$ cat config.mk
export PLATFORM = sky130hd
export DESIGN_NAME = aip_ctrl
export DESIGN_NICKNAME = d
export VERILOG_FILES = /design/src/rtl/core/aip_pkg.sv /design/src/rtl/core/aip_ctrl.sv
export SDC_FILE = /design/constraint.sdc
export NUM_CORES = 1
export LEC_CHECK = 0
export BUFFER_PORTS_ARGS = -buffer_cell sky130_fd_sc_hd__buf_2
export CORE_UTILIZATION = 40
export CTS_BUF_LIST = sky130_fd_sc_hd__clkbuf_4
export CTS_CLUSTER_DIAMETER = 200
export DETAILED_ROUTE_END_ITERATION = 16
export HOLD_SLACK_MARGIN = 0.05
export PLACE_DENSITY_LB_ADDON = 0.12
export SLEW_MARGIN = 20
export SYNTH_ARGS = -nofsm -noshare
export SYNTH_HDL_FRONTEND = slang
export SYNTH_SLANG_ARGS = --single-unit
$ cat constraint.sdc
create_clock -name clk -period 1.6 [get_ports clk]
set_input_delay 0.08 -clock clk [delete_from_list [all_inputs] [get_ports clk]]
set_output_delay 0.08 -clock clk [all_outputs]
set_load 0.01 [all_outputs]
$ cat src/rtl/core/aip_pkg.sv
`timescale 1ns / 1ps
// ----------------------------------------------------------------------------
// aip_pkg
// Shared types, character codes and digit decode for the ASCII integer parser.
// ----------------------------------------------------------------------------
package aip_pkg;

    localparam int BASE_BITS = 6;
    localparam int CHAR_BITS = 8;

    typedef logic [BASE_BITS-1:0] base_t;
    typedef logic [CHAR_BITS-1:0] char_t;

    // Character codes
    localparam char_t CH_ZERO   = 8'h30;  // '0'
    localparam char_t CH_NINE   = 8'h39;  // '9'
    localparam char_t CH_LO_A   = 8'h61;  // 'a'
    localparam char_t CH_LO_Z   = 8'h7A;  // 'z'
    localparam char_t CH_UP_A   = 8'h41;  // 'A'
    localparam char_t CH_UP_Z   = 8'h5A;  // 'Z'
    localparam char_t CH_LO_X   = 8'h78;  // 'x'
    localparam char_t CH_UP_X   = 8'h58;  // 'X'
    localparam char_t CH_LO_B   = 8'h62;  // 'b'
    localparam char_t CH_UP_B   = 8'h42;  // 'B'
    localparam char_t CH_PLUS   = 8'h2B;
    localparam char_t CH_MINUS  = 8'h2D;
    localparam char_t CH_SPACE  = 8'h20;
    localparam char_t CH_TAB    = 8'h09;
    localparam char_t CH_CR     = 8'h0D;
    localparam char_t CH_LO_OFS = 8'h57;  // 'a' - 10
    localparam char_t CH_UP_OFS = 8'h37;  // 'A' - 10

    // Radix values
    localparam base_t BASE_AUTO = 6'd0;
    localparam base_t BASE_2    = 6'd2;
    localparam base_t BASE_8    = 6'd8;
    localparam base_t BASE_10   = 6'd10;
    localparam base_t BASE_16   = 6'd16;
    localparam base_t BASE_36   = 6'd36;

    // Digit code for a character that is no digit in any radix
    localparam base_t DIGIT_NONE = 6'd63;

    // Register indexes
    localparam logic REG_NUMBER_BASE = 1'b0;
    localparam logic REG_SIGNED_MODE = 1'b1;

    // Radix update selects
    localparam logic [2:0] BOP_KEEP = 3'd0;  // hold the latched radix
    localparam logic [2:0] BOP_RAW  = 3'd1;  // latch configured radix as is
    localparam logic [2:0] BOP_DIG  = 3'd2;  // latch configured radix, auto -> 10
    localparam logic [2:0] BOP_HEX  = 3'd3;
    localparam logic [2:0] BOP_BIN  = 3'd4;
    localparam logic [2:0] BOP_OCT  = 3'd5;  // auto -> 8, else hold

    typedef struct packed {
        logic       step;       // beat accepted: advance the position
        logic       set_neg;
        logic [2:0] base_op;
        logic       take;       // try the beat's character as a digit
        logic       pend_zero;  // accept the held leading zero
        logic       fin_zero;   // accept a held zero at end of string
        logic       finish;     // load the result and clear the state
    } aip_cmd_t;

    typedef struct packed {
        logic  digit_ok;
        base_t active_base;
    } aip_stat_t;

    function automatic base_t digit_of(input char_t c);
        base_t d;
        d = DIGIT_NONE;
        if (c >= CH_ZERO && c <= CH_NINE)
        begin
            d = base_t'(c - CH_ZERO);
        end
        else if (c >= CH_LO_A && c <= CH_LO_Z)
        begin
            d = base_t'(c - CH_LO_OFS);
        end
        else if (c >= CH_UP_A && c <= CH_UP_Z)
        begin
            d = base_t'(c - CH_UP_OFS);
        end
        return d;
    endfunction

endpackage

$ cat src/rtl/core/aip_ctrl.sv
`timescale 1ns / 1ps
// ----------------------------------------------------------------------------
// aip_ctrl
// Parse phase state machine and stream handshake control.
// ----------------------------------------------------------------------------
module aip_ctrl
    import aip_pkg::*;
(
    input  logic      clk,
    input  logic      rst_n,
    input  logic      s_tvalid,
    output logic      s_tready,
    input  char_t     char_code,
    input  logic      last_char,
    output logic      m_tvalid,
    input  logic      m_tready,
    input  base_t     number_base,
    input  aip_stat_t stat,
    output aip_cmd_t  cmd
);

    localparam logic [2:0] PH_SPACE  = 3'd0;
    localparam logic [2:0] PH_SIGN   = 3'd1;
    localparam logic [2:0] PH_ZERO   = 3'd2;
    localparam logic [2:0] PH_DIGITS = 3'd3;
    localparam logic [2:0] PH_DONE   = 3'd4;

    logic [2:0] phase_reg;
    logic [2:0] phase_next;
    logic       valid_reg;
    logic       valid_next;
    logic       accept;
    logic       is_space;
    logic       cfg_zero_ok;
    logic       hex_ok;
    logic       bin_ok;

    assign s_tready = !valid_reg || m_tready;
    assign accept   = s_tvalid && s_tready;
    assign m_tvalid = valid_reg;

    assign is_space    = (char_code >= CH_TAB && char_code <= CH_CR) || char_code == CH_SPACE;
    assign cfg_zero_ok = char_code == CH_ZERO &&
                         (number_base == BASE_AUTO || number_base == BASE_16 ||
                          number_base == BASE_2);
    assign hex_ok = (stat.active_base == BASE_AUTO || stat.active_base == BASE_16) &&
                    (char_code == CH_LO_X || char_code == CH_UP_X);
    assign bin_ok = (stat.active_base == BASE_AUTO || stat.active_base == BASE_2) &&
                    (char_code == CH_LO_B || char_code == CH_UP_B);

    always_comb
    begin
        cmd            = '0;
        cmd.base_op    = BOP_KEEP;
        phase_next     = phase_reg;
        valid_next     = valid_reg && !m_tready;
        if (accept)
        begin
            cmd.step = 1'b1;
            unique case (phase_reg)
                PH_SPACE, PH_SIGN:
                begin
                    if (phase_reg == PH_SPACE && is_space)
                    begin
                        phase_next = PH_SPACE;
                    end
                    else if (phase_reg == PH_SPACE && char_code == CH_MINUS)
                    begin
                        cmd.set_neg = 1'b1;
                        phase_next  = PH_SIGN;
                    end
                    else if (phase_reg == PH_SPACE && char_code == CH_PLUS)
                    begin
                        phase_next = PH_SIGN;
                    end
                    else if (cfg_zero_ok)
                    begin
                        // hold the zero until the prefix letter shows up
                        cmd.base_op = BOP_RAW;
                        phase_next  = PH_ZERO;
                    end
                    else
                    begin
                        cmd.base_op = BOP_DIG;
                        cmd.take    = 1'b1;
                        phase_next  = stat.digit_ok ? PH_DIGITS : PH_DONE;
                    end
                end
                PH_ZERO:
                begin
                    if (hex_ok)
                    begin
                        cmd.base_op = BOP_HEX;
                        phase_next  = PH_DIGITS;
                    end
                    else if (bin_ok)
                    begin
                        cmd.base_op = BOP_BIN;
                        phase_next  = PH_DIGITS;
                    end
                    else
                    begin
                        cmd.base_op   = BOP_OCT;
                        cmd.pend_zero = 1'b1;
                        cmd.take      = 1'b1;
                        phase_next    = stat.digit_ok ? PH_DIGITS : PH_DONE;
                    end
                end
                PH_DIGITS:
                begin
                    cmd.take   = 1'b1;
                    phase_next = stat.digit_ok ? PH_DIGITS : PH_DONE;
                end
                PH_DONE:
                begin
                    phase_next = PH_DONE;
                end
                default:
                begin
                    phase_next = PH_DONE;
                end
            endcase
            if (last_char)
            begin
                cmd.fin_zero = phase_next == PH_ZERO;
                cmd.finish   = 1'b1;
                phase_next   = PH_SPACE;
                valid_next   = 1'b1;
            end
        end
    end

    always_ff @(posedge clk or negedge rst_n)
    begin
        if (!rst_n)
        begin
            phase_reg <= PH_SPACE;
            valid_reg <= 1'b0;
        end
        else
        begin
            phase_reg <= phase_next;
            valid_reg <= valid_next;
        end
    end

endmodule

Word-level counts from Yosys, hierarchy flattened:

Index checks and enable logic that the tools add are counted.

* register bits: 4
* bits of input ports: 26
* output and inout bits: 11
* logic and storage cells: 71

* muxes and demuxes: 28
* equality and inequality tests: 16
* $lt $le $gt $ge: 2
* reductions and logical operators: 23

Operator list (number)
* == test 8 x 6 -> 1 bit (second input constant): 4
* == test 8 x 7 -> 1 bit (second input constant): 4
* 2-to-1 mux 3 bit: 10
* == test 6 x 2 -> 1 bit (second input constant): 2
* == test 6 x 5 -> 1 bit (second input constant): 2
* logical NOT 6 bit: 2
* == test 3 x 2 -> 1 bit (second input constant): 3
* logical AND 1 bit: 9
* 2-to-1 mux 9 bit: 1
* case mux 3 bit (3 select lines): 1
* greater-or-equal comparator 8 x 4 -> 1 bit (second input constant): 1
* <= comparator 8 x 4 -> 1 bit (second input constant): 1
* logical OR 1 bit: 8
* 2-to-1 mux 2 bit: 4
* 2-to-1 mux 4 bit: 2
* 2-to-1 mux 1 bit: 7
* case mux 3 bit (2 select lines): 1
* 2-to-1 mux 5 bit: 1
* == test 3 x 1 -> 1 bit (second input constant): 1
* logical NOT 3 bit: 1
* case mux 1 bit (3 select lines): 1
* logical NOT 1 bit: 2
* OR reduction 2 bit: 1

Logic depth before layout (Yosys ltp):

* depth in word-level cells: 13
* mapped depth: 5
* depth with buffers taken out: 5

Worst setup path before layout:

No wires, ideal clock.

* kind: register to output
* start: register phase_reg[2]
* end: output port cmd[1] (netlist bit)
* buffers on the path: 0
* cell stages (with the launch flop): 5
* data arrival time: 1.352 ns
* data required time: 1.520 ns
* path slack: 0.168 ns
* cells stage by stage: dfrtp_1 -> or2_2 -> a41oi_2 -> nand2_2 -> nor4b_2

RTL lines
* from (decl): line aip_ctrl.sv:28 `logic [2:0] phase_reg;`
* from (signal assigned): line aip_ctrl.sv:142 `phase_reg <= phase_next;`
* to (decl): line aip_ctrl.sv:19 `output aip_cmd_t cmd`

==> metrics.log <==
[metrics] outcome: finished with violations
[metrics] violated checks: setup timing
[metrics] Cell Rows: 13
[metrics] placed wire-length estimate after detailed placement: 1.256 mm
[metrics] number of ports placed on the die boundary: 37
[metrics] Commonest cells post-synth: 10 x sky130_fd_sc_hd__nand2_1, 6 x sky130_fd_sc_hd__a21oi_1, 5 x sky130_fd_sc_hd__inv_1, 5 x sky130_fd_sc_hd__nand3_1
[metrics] global route total overflow: 0
[metrics] largest net degree at the start of global routing: 7
[metrics] worst flop-to-flop path startpoint: phase_reg[2]$_DFFE_PN0P_
[metrics] share of the core filled with cells in the final layout: approximately two thirds
[metrics] pwr dens: approximately 840 mW/mm^2
[metrics] detailed-router iteration count before antenna repair: 4
[metrics] Slew Limit Headroom: about 75%
[metrics] slack of the worst reg-to-reg path: 0.06 ns
[metrics] cells taking the most area after synthesis: sky130_fd_sc_hd__dfrtp_1 18%, sky130_fd_sc_hd__nor4b_2 11%, sky130_fd_sc_hd__nand2_1 6.6%
[metrics] category of the most critical setup path: reg -> out
[metrics] initial cell density of the core: 43.21%
[metrics] cell mode on critical path: sky130_fd_sc_hd__nand4_1
[metrics] count of cells along the worst register-to-register path: 6
[metrics] Post-Synthesis Mean Instance Area: between 8 and 9 sq um
[metrics] Max VDD drop: 602.5 uV
[metrics] Via Count: 739
[metrics] routed vias/inst: 5.474
[metrics] routed wirelength normalized by instance count: 12.02 microns
[metrics] die outline area: 0.001578 sq mm
[metrics] clock transition at the registers of the reported paths: 0.03 ns
[metrics] final RePlAce weighted congestion: 0.7902
[metrics] final max-slew violation count: 0
[metrics] number of different library cells in the post-synthesis netlist: 33
[metrics] first-pass GRT wire length: 2.290 mm
[metrics] worst setup slack after layout: -0.02010 ns
[metrics] Crit Reg-Reg Endpoint: phase_reg[0]$_DFFE_PN0P_
[metrics] Slowest-stage cell, CP: sky130_fd_sc_hd__dfrtp_1
[metrics] FILL cells: 125
[metrics] count of non-filler cells in the finished layout: 135
[metrics] antenna violations before repair: 0
[metrics] cell breakdown of the critical path: buf_4 > nor3b_2 > nand4_1 > nand4_1 > a21oi_1 > buf_2
[metrics] fraction of final layout cells with drive strength greater than 1: 53.33%
[metrics] x dimension of the die: 39.73 microns
[metrics] Clock Latency Late Sink: approximately 0.23 ns
[metrics] global-route total usage across every layer: between 20% and 30%
[metrics] H-tree levels: 1
[metrics] Min-Delay Startpoint: m_tready
[metrics] synthesized cell area: 569.3 sq um
[metrics] worst hold path stage count: 3
[metrics] fraction of registers with async set or reset after synthesis: 100.0%
[metrics] number of hold violations in the final report: 0
[metrics] most repeated cell in the gate-level netlist after synthesis: sky130_fd_sc_hd__nand2_1
[metrics] RSZ-0062 raised after global routing: true
[metrics] endpoint type of the worst setup path: output pin
[metrics] Mapped Cells: 71
[metrics] Antenna Cells: 0
[metrics] area fraction of the dominant cell type after synthesis: roughly 18%
[metrics] number of max-cap violations: 0
[metrics] I/O Buffers: 36
[metrics] total length of routed wires: ~1.6 mm
[metrics] Final Net Count: between 100 and 150
[metrics] required time of the critical path: about 1.5 ns
[metrics] portion of the clock cycle consumed by the worst path in the final layout: 101.3%
[metrics] CP max FO: 6
[metrics] category of the worst setup path launch point: flip-flop
[metrics] net count of the mapped netlist: 97
[metrics] number of global-route vias before repair: 581
[metrics] First DRT Iteration DRCs: 11
[metrics] clock tree from TritonCTS: done
[metrics] Root Buffer Master: sky130_fd_sc_hd__clkbuf_4
[metrics] Core Footprint: approximately 0.0013 sq mm
[metrics] total CTS buffers: 3
[metrics] leading area contributor after synthesis: sky130_fd_sc_hd__dfrtp_1
[metrics] DR DRC count: 0
[metrics] static leakage power: 0.4446 nW
[metrics] crit path time final: 1.620 ns
[metrics] cell count after placement: between 100 and 150
[metrics] flops & latches, synth: 4
[metrics] Detail Route Antenna Nets: 0
[metrics] stage delay of the slowest cell on the critical path: between 0.3 and 0.4 ns
[metrics] CTS sink count: 4
[metrics] fmax: ~620 MHz
[metrics] final setup violating endpoints: 3
[metrics] worst clock skew: slightly above 0.0006 ns
[metrics] Yosys warning count: 0
[metrics] leading register cell type out of synthesis: sky130_fd_sc_hd__dfrtp_1
[metrics] slew at the pin closest to its max-slew limit: 0.3679 ns
[metrics] flip-flop count of the largest register, all copies and words added: 3
[metrics] Area growth, synth to finish: 57.80%
[metrics] worst min-delay path category: in -> reg
[metrics] portion of the post-synthesis area used by sequential elements: 17.58%
[metrics] Die Span Y: 39.73 microns
[metrics] Worst Hold Endpoint: m_tvalid$_DFF_PN0_
[metrics] number of synthesized flops with an enable pin: 0
[metrics] worst path arrival time: 1.54 ns
[metrics] CTS Buffer Depth: 2
-- kinds of logic (layout without fill, tap and decap cells) --
family | Yosys count | in the layout | synth area share (%)
AND/OR/NAND/NOR | 45 | 45 | 56.27
AO/OA/AOI/OAI | 15 | 15 | 20.00
buffers and inverters | 6 | 55 | 4.616
flip-flops | 4 | 4 | 17.58
XOR/XNOR | 1 | 1 | 1.539
-- placed cells by master (no fill, tap or decap), drive strengths merged --
cell and instances:
buf 46, nand2 11, a21oi 6, inv 5, nand3 5, nand4 5
nor4b 5, dfrtp 4, nor3b 4, nor2 3, clkbuf 3, nor3 2
or3 2, o2111ai 2, nand2b 1, and4bb 1, nor4 1, and2 1
and3 1, or2 1, a41oi 1, xor2 1, nor2b 1, and4 1
a21bo 1, a21o 1, o211ai 1, a21boi 1, o311ai 1, a31o 1
dlygate4sd3 1
-- cell type report --
type | instances | area [sq um] | area share, %
tap | 15 | 18.77 | 2.089
timing repair buffer | 47 | 265.3 | 29.53
sequential | 4 | 100.1 | 11.14
clock buffer | 3 | 22.52 | 2.507
multi-input combinational | 61 | 473.0 | 52.65
inverter | 5 | 18.77 | 2.089
-- what timing repair did --
action | in CTS | in global routing
pin swaps | 5 | 2
endpoints found under the hold margin | 4 | 0
resized for setup | 5 | 0
setup buffers | 7 | 0
setup endpoints to repair | 4 | 7
hold buffers | 1 | 0
-- critical path: cells and delay by family, from the launching register on --
family	cells	cell delay, ns
AOI/OAI and AO/OA	1	0.08
buffers and inverters	2	0.30
and+or+nand+nor	3	0.55
DFF	1	0.38
-- how the worst max path moves through the flow --
stage	from	to	cells after the start
2_1_floorplan	phase_reg[2]$_DFFE_PN0P_	cmd[1]	4
3_3_place_gp	phase_reg[2]$_DFFE_PN0P_	cmd[1]	5
3_5_place_dp	phase_reg[2]$_DFFE_PN0P_	cmd[1]	5
4_1_cts	phase_reg[1]$_DFFE_PN0P_	cmd[1]	5
5_1_grt	phase_reg[1]$_DFFE_PN0P_	cmd[5]	5
6_report	phase_reg[2]$_DFFE_PN0P_	cmd[5]	6
-- layer usage --
metal  GRT usage [%]  vias to the layer above  share of wire (%)
li1                -                      379                  -
met1           26.10                      340                 47
met2           39.34                       20                 50
met4           2.586                        0                  0
met5               0                        -                  0
met3           3.409                        0                3.6
-- report_power, final --
part           switching [mW]  internal, mW  leakage (nW)
Combinational           0.228         0.257         0.379
Clock                  0.0356        0.0835        0.0138
Sequential             0.0266         0.129        0.0522
Total                   0.290         0.469         0.445
-- stage by stage --
stage	hold WS (ns)	setup slack [ns]	instance area, sq um	setup TNS [ns]	total power [mW]
after global routing	0.2099	-0.1052	898.4	-0.3949	0.8116
after floorplan	-0.2156	0.1677	569.3	0	0.3745
after CTS	0.1749	-0.03286	905.9	-0.08529	0.7676
final	0.1826	-0.02010	898.4	-0.05112	0.7591
after detailed placement	-0.1102	0.05286	790.8	0	0.5066
after global placement	-0.1111	0.07625	790.8	0	0.5000
Note: power is estimated with default switching activity, not from simulation.
