`src/rtl/core/aip_pkg.sv`:
```
`timescale 1ns / 1ps
// ----------------------------------------------------------------------------
// aip_pkg
// Shared types, character codes and digit decode for the ASCII integer parser.
// ----------------------------------------------------------------------------
package aip_pkg;

    localparam int BASE_BITS = 6;
    localparam int CHAR_BITS = 8;

    typedef logic [BASE_BITS-1:0] base_t;
    typedef logic [CHAR_BITS-1:0] char_t;

    // Character codes
    localparam char_t CH_ZERO   = 8'h30;  // '0'
    localparam char_t CH_NINE   = 8'h39;  // '9'
    localparam char_t CH_LO_A   = 8'h61;  // 'a'
    localparam char_t CH_LO_Z   = 8'h7A;  // 'z'
    localparam char_t CH_UP_A   = 8'h41;  // 'A'
    localparam char_t CH_UP_Z   = 8'h5A;  // 'Z'
    localparam char_t CH_LO_X   = 8'h78;  // 'x'
    localparam char_t CH_UP_X   = 8'h58;  // 'X'
    localparam char_t CH_LO_B   = 8'h62;  // 'b'
    localparam char_t CH_UP_B   = 8'h42;  // 'B'
    localparam char_t CH_PLUS   = 8'h2B;
    localparam char_t CH_MINUS  = 8'h2D;
    localparam char_t CH_SPACE  = 8'h20;
    localparam char_t CH_TAB    = 8'h09;
    localparam char_t CH_CR     = 8'h0D;
    localparam char_t CH_LO_OFS = 8'h57;  // 'a' - 10
    localparam char_t CH_UP_OFS = 8'h37;  // 'A' - 10

    // Radix values
    localparam base_t BASE_AUTO = 6'd0;
    localparam base_t BASE_2    = 6'd2;
    localparam base_t BASE_8    = 6'd8;
    localparam base_t BASE_10   = 6'd10;
    localparam base_t BASE_16   = 6'd16;
    localparam base_t BASE_36   = 6'd36;

    // Digit code for a character that is no digit in any radix
    localparam base_t DIGIT_NONE = 6'd63;

    // Register indexes
    localparam logic REG_NUMBER_BASE = 1'b0;
    localparam logic REG_SIGNED_MODE = 1'b1;

    // Radix update selects
    localparam logic [2:0] BOP_KEEP = 3'd0;  // hold the latched radix
    localparam logic [2:0] BOP_RAW  = 3'd1;  // latch configured radix as is
    localparam logic [2:0] BOP_DIG  = 3'd2;  // latch configured radix, auto -> 10
    localparam logic [2:0] BOP_HEX  = 3'd3;
    localparam logic [2:0] BOP_BIN  = 3'd4;
    localparam logic [2:0] BOP_OCT  = 3'd5;  // auto -> 8, else hold

    typedef struct packed {
        logic       step;       // beat accepted: advance the position
        logic       set_neg;
        logic [2:0] base_op;
        logic       take;       // try the beat's character as a digit
        logic       pend_zero;  // accept the held leading zero
        logic       fin_zero;   // accept a held zero at end of string
        logic       finish;     // load the result and clear the state
    } aip_cmd_t;

    typedef struct packed {
        logic  digit_ok;
        base_t active_base;
    } aip_stat_t;

    function automatic base_t digit_of(input char_t c);
        base_t d;
        d = DIGIT_NONE;
        if (c >= CH_ZERO && c <= CH_NINE)
        begin
            d = base_t'(c - CH_ZERO);
        end
        else if (c >= CH_LO_A && c <= CH_LO_Z)
        begin
            d = base_t'(c - CH_LO_OFS);
        end
        else if (c >= CH_UP_A && c <= CH_UP_Z)
        begin
            d = base_t'(c - CH_UP_OFS);
        end
        return d;
    endfunction

endpackage

```
`src/rtl/core/aip_datapath.sv`:
```
`timescale 1ns / 1ps
// ----------------------------------------------------------------------------
// aip_datapath
// Radix latch, digit decode, multiply-accumulate with saturation, positions
// and the result register.
// ----------------------------------------------------------------------------
module aip_datapath
    import aip_pkg::*;
#(
    parameter int WORD_BITS   = 32,
    parameter int OFFSET_BITS = 16
)
(
    input  logic                   clk,
    input  logic                   rst_n,
    input  aip_cmd_t               cmd,
    output aip_stat_t              stat,
    input  char_t                  char_code,
    input  base_t                  number_base,
    input  logic                   signed_mode,
    output logic [WORD_BITS-1:0]   parsed_value,
    output logic [OFFSET_BITS-1:0] end_offset,
    output logic                   converted,
    output logic                   range_error
);

    localparam int PROD_BITS = WORD_BITS + BASE_BITS;

    logic                   neg_reg,  neg_next;
    base_t                  base_reg, base_next;
    logic [WORD_BITS-1:0]   acc_reg,  acc_next;
    logic                   seen_reg, seen_next;
    logic                   ovf_reg,  ovf_next;
    logic [OFFSET_BITS-1:0] pos_reg,  pos_next;
    logic [OFFSET_BITS-1:0] stop_reg, stop_next;
    logic [WORD_BITS-1:0]   value_reg;
    logic [OFFSET_BITS-1:0] offset_reg;
    logic                   conv_reg;
    logic                   rerr_reg;

    base_t                  digit;
    logic                   digit_ok;
    logic [OFFSET_BITS-1:0] pos_inc;
    logic [WORD_BITS-1:0]   limit;
    logic [PROD_BITS-1:0]   prod;
    logic [WORD_BITS-1:0]   value;

    assign digit    = digit_of(char_code);
    assign pos_inc  = (&pos_reg) ? pos_reg : pos_reg + 1'b1;

    always_comb
    begin
        case (cmd.base_op)
            BOP_RAW: base_next = number_base;
            BOP_DIG: base_next = (number_base == BASE_AUTO) ? BASE_10 : number_base;
            BOP_HEX: base_next = BASE_16;
            BOP_BIN: base_next = BASE_2;
            BOP_OCT: base_next = (base_reg == BASE_AUTO) ? BASE_8 : base_reg;
            default: base_next = base_reg;
        endcase
    end

    assign digit_ok         = base_next >= BASE_2 && base_next <= BASE_36 && digit < base_next;
    assign stat.digit_ok    = digit_ok;
    assign stat.active_base = base_reg;

    // Saturation bound: signed max, its magnitude plus one when negative, or all ones
    always_comb
    begin
        if (signed_mode)
        begin
            limit = neg_reg ? {1'b1, {(WORD_BITS-1){1'b0}}} : {1'b0, {(WORD_BITS-1){1'b1}}};
        end
        else
        begin
            limit = '1;
        end
    end

    assign prod = PROD_BITS'(acc_reg) * PROD_BITS'(base_next) + PROD_BITS'(digit);

    always_comb
    begin
        neg_next  = neg_reg || cmd.set_neg;
        acc_next  = acc_reg;
        seen_next = seen_reg;
        ovf_next  = ovf_reg;
        stop_next = stop_reg;
        pos_next  = cmd.step ? pos_inc : pos_reg;
        if (cmd.pend_zero)
        begin
            seen_next = 1'b1;
            stop_next = pos_reg;
        end
        if (cmd.take && digit_ok)
        begin
            // acc*b + d above the bound is the same test as acc > q or acc == q, d > r
            if (ovf_reg || prod > PROD_BITS'(limit))
            begin
                ovf_next = 1'b1;
            end
            else
            begin
                acc_next = prod[WORD_BITS-1:0];
            end
            seen_next = 1'b1;
            stop_next = pos_inc;
        end
        if (cmd.fin_zero)
        begin
            seen_next = 1'b1;
            stop_next = pos_inc;
        end
    end

    assign value = ovf_next ? limit : (neg_reg ? WORD_BITS'(0) - acc_next : acc_next);

    always_ff @(posedge clk or negedge rst_n)
    begin
        if (!rst_n)
        begin
            neg_reg  <= 1'b0;
            base_reg <= BASE_AUTO;
            acc_reg  <= '0;
            seen_reg <= 1'b0;
            ovf_reg  <= 1'b0;
            pos_reg  <= '0;
            stop_reg <= '0;
        end
        else if (cmd.finish)
        begin
            neg_reg  <= 1'b0;
            base_reg <= BASE_AUTO;
            acc_reg  <= '0;
            seen_reg <= 1'b0;
            ovf_reg  <= 1'b0;
            pos_reg  <= '0;
            stop_reg <= '0;
        end
        else
        begin
            neg_reg  <= neg_next;
            base_reg <= base_next;
            acc_reg  <= acc_next;
            seen_reg <= seen_next;
            ovf_reg  <= ovf_next;
            pos_reg  <= pos_next;
            stop_reg <= stop_next;
        end
    end

    always_ff @(posedge clk)
    begin
        if (cmd.finish)
        begin
            value_reg  <= value;
            offset_reg <= seen_next ? stop_next : '0;
            conv_reg   <= seen_next;
            rerr_reg   <= ovf_next;
        end
    end

    assign parsed_value = value_reg;
    assign end_offset   = offset_reg;
    assign converted    = conv_reg;
    assign range_error  = rerr_reg;

endmodule

```
`config.mk`:
```
export PLATFORM = sky130hd
export DESIGN_NAME = aip_datapath
export DESIGN_NICKNAME = d
export VERILOG_FILES = /design/src/rtl/core/aip_pkg.sv /design/src/rtl/core/aip_datapath.sv
export SDC_FILE = /design/constraint.sdc
export NUM_CORES = 1
export LEC_CHECK = 0
export BUFFER_PORTS_ARGS = -buffer_cell sky130_fd_sc_hd__buf_4
export CORE_UTILIZATION = 61
export CTS_CLUSTER_DIAMETER = 60
export DETAILED_ROUTE_END_ITERATION = 8
export GPL_ROUTABILITY_DRIVEN = 0
export GPL_TIMING_DRIVEN = 0
export PLACE_DENSITY = 0.85
export SLEW_MARGIN = 20
export SYNTH_ARGS = -nofsm -noshare
export SYNTH_HDL_FRONTEND = slang
export SYNTH_SLANG_ARGS = --single-unit
```
`constraint.sdc`:
```
create_clock -name clk -period 19.3 [get_ports clk]
set_input_delay 0 -clock clk [delete_from_list [all_inputs] [get_ports clk]]
set_output_delay 0 -clock clk [all_outputs]
set_load 0.02 [all_outputs]
```
# Word level (Yosys, flattened, before mapping)
# Index checks and enable logic that the tools add are counted.
# totals
register_bits	123
input_bits	26
output_inout_bits	57
word_cells	74
# classes
addsub	6
mul	1
magnitude_cmp	10
eq_ne	5
mux	29
reduce_logical	12
# op_table
operator	count
2-to-1 mux 32 bit	7
2-to-1 mux 16 bit	7
adder 38 x 6 -> 38 bit	1
greater-than comparator 38 x 32 -> 1 bit	1
multiplier 32 x 6 -> 38 bit	1
2-to-1 mux 6 bit	6
subtractor 1 x 32 -> 32 bit (first input constant)	1
one-hot mux 6 bit (5 select lines)	1
adder 16 x 1 -> 16 bit (second input constant)	1
greater-or-equal comparator 8 x 7 -> 1 bit (second input constant)	2
<= comparator 8 x 7 -> 1 bit (second input constant)	2
AND reduction 16 bit	1
zero test 6 bit	2
subtractor 6 bit (second input constant)	2
greater-or-equal comparator 8 x 6 -> 1 bit (second input constant)	1
<= comparator 8 x 6 -> 1 bit (second input constant)	1
2-to-1 mux 1 bit	8
equality test 3 x 2 -> 1 bit (second input constant)	2
equality test 3 bit (second input constant)	2
greater-or-equal comparator 6 x 2 -> 1 bit (second input constant)	1
<= comparator 6 bit (second input constant)	1
logical AND 1 bit	6
< comparator 6 bit	1
subtractor 6 x 5 -> 6 bit (second input constant)	1
other kinds (3)	4

# Longest topological paths before layout
# logic_depth
word_depth	13
mapped_depth	47
mapped_depth_nobuf	41

# Worst setup path after synthesis
# OpenSTA, ideal clock, no wires.
# synth_timing
path_kind	register -> register
startpoint	register base_reg[0]
endpoint	register value_reg[30] (netlist: parsed_value[30]) (data pin)
setup_ns	0.261
arrival_ns	10.022
path_slack_ns	9.017
stages_incl_launch_ff	44
cell_sequence	dfrtp_1 > nor3_1 > a21oi_1 > a211o_1 > a22oi_1 > clkbuf_1 > nand2_1 > fa_1 > fa_1 > inv_1 > fa_1 > inv_1 > fa_1 > inv_1 > ha_1 > buf_2 > o211ai_2 > a21oi_2 > [... 8 more ...] > o211ai_1 > a21oi_1 > nand2b_1 > a311o_1 > nor4_4 > nand3_4 > buf_1 > clkbuf_1 > mux2i_1 > ha_1 > clkbuf_1 > inv_1 > nor4_1 > and3b_1 > a21o_1 > a21oi_1 > o211a_1 > o32a_1
# synth_via
elab_chain_len	12
# synth_rtl
item	line_no	rtl
from (decl)	aip_datapath.sv:30	base_t base_reg, base_next;
from (signal assigned)	aip_datapath.sv:143	base_reg <= base_next;
zero test 6 bit	aip_datapath.sv:58	BOP_OCT: base_next = (base_reg == BASE_AUTO) ? BASE_8 : base_reg;
2-to-1 mux 6 bit	aip_datapath.sv:58	
one-hot mux 6 bit (5 select lines) (*)	aip_datapath.sv:53	case (cmd.base_op)
multiplier 32 x 6 -> 38 bit	aip_datapath.sv:80	assign prod = PROD_BITS'(acc_reg) * PROD_BITS'(base_next) + PROD_BITS'(digit);
adder 38 x 6 -> 38 bit	aip_datapath.sv:80	
greater-than comparator 38 x 32 -> 1 bit	aip_datapath.sv:98	if (ovf_reg || prod > PROD_BITS'(limit))
logical OR 1 bit	aip_datapath.sv:98	
2-to-1 mux 32 bit	aip_datapath.sv:98	
2-to-1 mux 32 bit	aip_datapath.sv:95	if (cmd.take && digit_ok)
subtractor 1 x 32 -> 32 bit	aip_datapath.sv:116	assign value = ovf_next ? limit : (neg_reg ? WORD_BITS'(0) - acc_next : acc_next);
2-to-1 mux 32 bit	aip_datapath.sv:116	
2-to-1 mux 32 bit (*)	aip_datapath.sv:116	
net value[30]	aip_datapath.sv:46	logic [WORD_BITS-1:0] value;
to (signal assigned)	aip_datapath.sv:156	value_reg <= value;
to (decl)	aip_datapath.sv:36	logic [WORD_BITS-1:0] value_reg;
# The timed path passes the listed nets; every way through them passes the cells marked *.
# A chain may end at the register's enable or synchronous reset.

# Final worst setup path
# Same ends and word-level chain as after synthesis.

==> summary.md <==
| Metric | Value |
|---|---|
| Outcome | `complete, no violations` |
| Total core area | `24320 sq um` |
| Mapped Area | `15090 sq um` |
| Setup Total Neg Slack | `0 ns` |
| Die Y | `159.3 microns` |
| Max Fclk | `76.37 MHz` |
| Min-delay src | `cmd[1]` |
| Final min period | `13.09 ns` |
| Postcts setup bufs | `0` |
| Slew headroom | `23.03%` |
| Gate power share | `30.8%` |
| Std cell rows | `57` |
| Final worst-path cycle share | `67.84%` |
| Final Hold Vio Count | `0` |
| First DRT Iteration DRCs | `1978` |
| CP max stage cell | `xor2_1` |
| Crit-path max cell delay | `0.62 ns` |
| Post-Route Skew | `0.009369 ns` |
| Synth warn | `0` |
| Synth area leader | `fa_1` |
| First-pass GRT wire length | `71.61 mm` |
| Crit Path Class | `flip-flop to flip-flop` |
| Mapped Cells | `1697` |
| Worst Setup End Kind | `flip-flop` |
| Type of origin of the critical path | `flip-flop` |
| P&R area growth vs syn | `11.04%` |
| Synth Net Count | `1976` |
| CTS tree | `done` |
| Antenna fix cells | `0` |
| Synth top area share | `16.45%` |
| IO buf count | `79` |
| Syn avg cell area | `8.893 sq um` |
| R2R Setup Slk | `6.21 ns` |
| Root Buffer Master | `clkbuf_16` |
| Core Util, Final | `68.90%` |
| Sw frac | `34.72%` |
| Worst Path Max Fanout | `10` |
| Area contributors post-synth | `fa_1, dfrtp_1, ha_1` |
| Clock sink total | `123` |
| Seq pwr share | `32.2%` |
| Vias in the first global route | `13760` |
| Lkg Pwr | `8.364 nW` |
| Most common cell in the netlist | `nand2_1` |
| Worst vdd ir | `0.00005276 V` |
| Global Route Usage Sum | `35.59%` |
| FF-to-FF Start | `base_reg[0]` |
| Worst-Margin Slew | `1.152 ns` |
| Total CTS buffers | `17` |
| Max Buffers Root-to-Sink | `2` |
| Final nets | `2077` |
| Die Footprint | `25370 sq um` |
| Hold WC Path Type | `primary input to flip-flop` |
| Power per cell area | `55.88 nW/um^2` |
| Post-synthesis sequential area ratio | `22.05%` |
| Internal power | `0.6113 mW` |
| Clock Latency Late Sink | `0.42 ns` |
| Critical path required time | `19.48 ns` |
| Post-Layout Inst Area | `16760 sq um` |
| DRC | `0` |
| Number of synthesized flops with an enable pin | `50` |
| Share of cells above drive strength 1 | `9.718%` |
| Max cap viols | `0` |
| I/O Pins | `83` |
| DP Area | `16100 sq um` |
| WL final | `44.37 mm` |
| Synth unique cells | `94` |
| Dpl hpwl | `34.08 mm` |
| Initial antenna violation count | `0` |
| Via-per-instance ratio | `6.570` |
| Power share of the clock group | `36.9%` |
| Drt wl/cell | `20.78 microns` |
| Psw | `0.3251 mW` |
| Fin. max-slew vios | `0` |
| Worst Setup SP | `base_reg[0]` |
| Starting Density | `62.05%` |
| RSZ-0062 raised after global routing | `no` |
| Primary FF master, synth | `dfrtp_1` |
| Post-DRT Antenna Nets | `0` |
| Largest net degree at the start of global routing | `74` |
| Clk slew on worst S/H paths | `0.06 ns` |
| Drt pass-1 iters | `7` |
| CP arrival | `13.27 ns` |
| H-Tree Depth | `4` |
| Final setup viols | `0` |
| Ys async rst share | `59.35%` |
| Die Span X | `159.3 microns` |
| Synth top cells by count | `nand2_1, and2_1, nor2_1` |
| Routed via count | `14030` |
| Flops & latches, synth | `123` |
| Gr ovfl total | `0` |
| Resize count post-CTS | `0` |
cells in the final DEF, fill, tap and decap left out, types with 21 or more instances in the layout:
cell type,instances
dfrtp_1,73
xor2_1,29
o21ai_0,58
buf_4,81
xnor2_1,26
ha_1,129
mux2i_1,44
nor2_1,135
edfxtp_1,50
nand3_1,22
and2_1,149
clkbuf_1,68
nor3_1,38
nand4_1,21
inv_1,102
fa_1,124
a21oi_1,109
nand2_1,160
logic make-up after synthesis:
| family | synth area share [%] |
|---|---|
| buffers and inverters | 5.232 |
| adders and majority gates | 27.15 |
| DFF | 22.05 |
| AOI/OAI and AO/OA | 16.02 |
| xor gates and xnor gates | 3.192 |
| and+or+nand+nor | 22.47 |
| muxes | 3.889 |
final cells by class:
class	instances	area [sq um]
multi-input combinational	1375	10980
buffer	96	402.9
sequential	123	3328
fill	1910	7562
inverter	103	386.6
clock buffer	19	454.2
timing repair buffer	82	620.6
tap	324	405.4
clock inverter	13	180.2
metrics by stage:
| stage | instances | hold slack, ns | total power, mW | setup slack [ns] |
|---|---|---|---|---|
| finish | 2135 | 0.05664 | 0.9364 | 6.206 |
| floorplan | 1697 | -0.2956 | 0.4905 | 9.017 |
| detailed placement | 2101 | 0.2123 | 0.5836 | 6.638 |
| global placement | 2100 | 0.1922 | 0.5727 | 6.512 |
| CTS | 2135 | 0.05044 | 0.9280 | 6.616 |
| global route | 2135 | 0.08643 | 0.9693 | 5.797 |
critical path, delay by kind of cell (launching register included):
family | cells | cell delay [ns]
mux | 1 | 0.36
fa+ha+maj | 7 | 2.93
buf+inv | 9 | 2.24
flops | 1 | 0.42
xor+xnor | 1 | 0.62
simple gates | 7 | 1.94
compound gates | 18 | 4.32
layer usage:
| layer | up-vias | wire (microns) | track usage [%] |
|---|---|---|---|
| li1 | 6163 | - | - |
| met1 | 6749 | 17680 | 47.60 |
| met2 | 898 | 20300 | 57.22 |
| met3 | 217 | 4278 | 6.147 |
| met4 | 0 | 2111 | 15.25 |
| met5 | - | 0 | 0 |
final timing paths:
check,end,depth (start not counted)
worst min register to register,stop_reg[2],2
worst max register to register,parsed_value[30],43
worst min-delay path,seen_reg,4
worst max-delay path,parsed_value[30],43
max in group asynchronous,acc_reg[17],2
min in group asynchronous,base_reg[2],2
power by group through the flow:
stage / logic [mW] / clock network, mW / registers, mW
detailed placement: 0.277 / 0 / 0.307
global route: 0.311 / 0.355 / 0.303
finish: 0.289 / 0.346 / 0.302
floorplan: 0.171 / 0 / 0.320
global placement: 0.266 / 0 / 0.306
CTS: 0.281 / 0.345 / 0.302
what timing repair did:
action,4_1_cts,5_1_grt
endpoints found under the setup margin,0,0
hold endpoints to repair,74,0
hold buffers,2,0
Power figures use the tool's default switching activity.
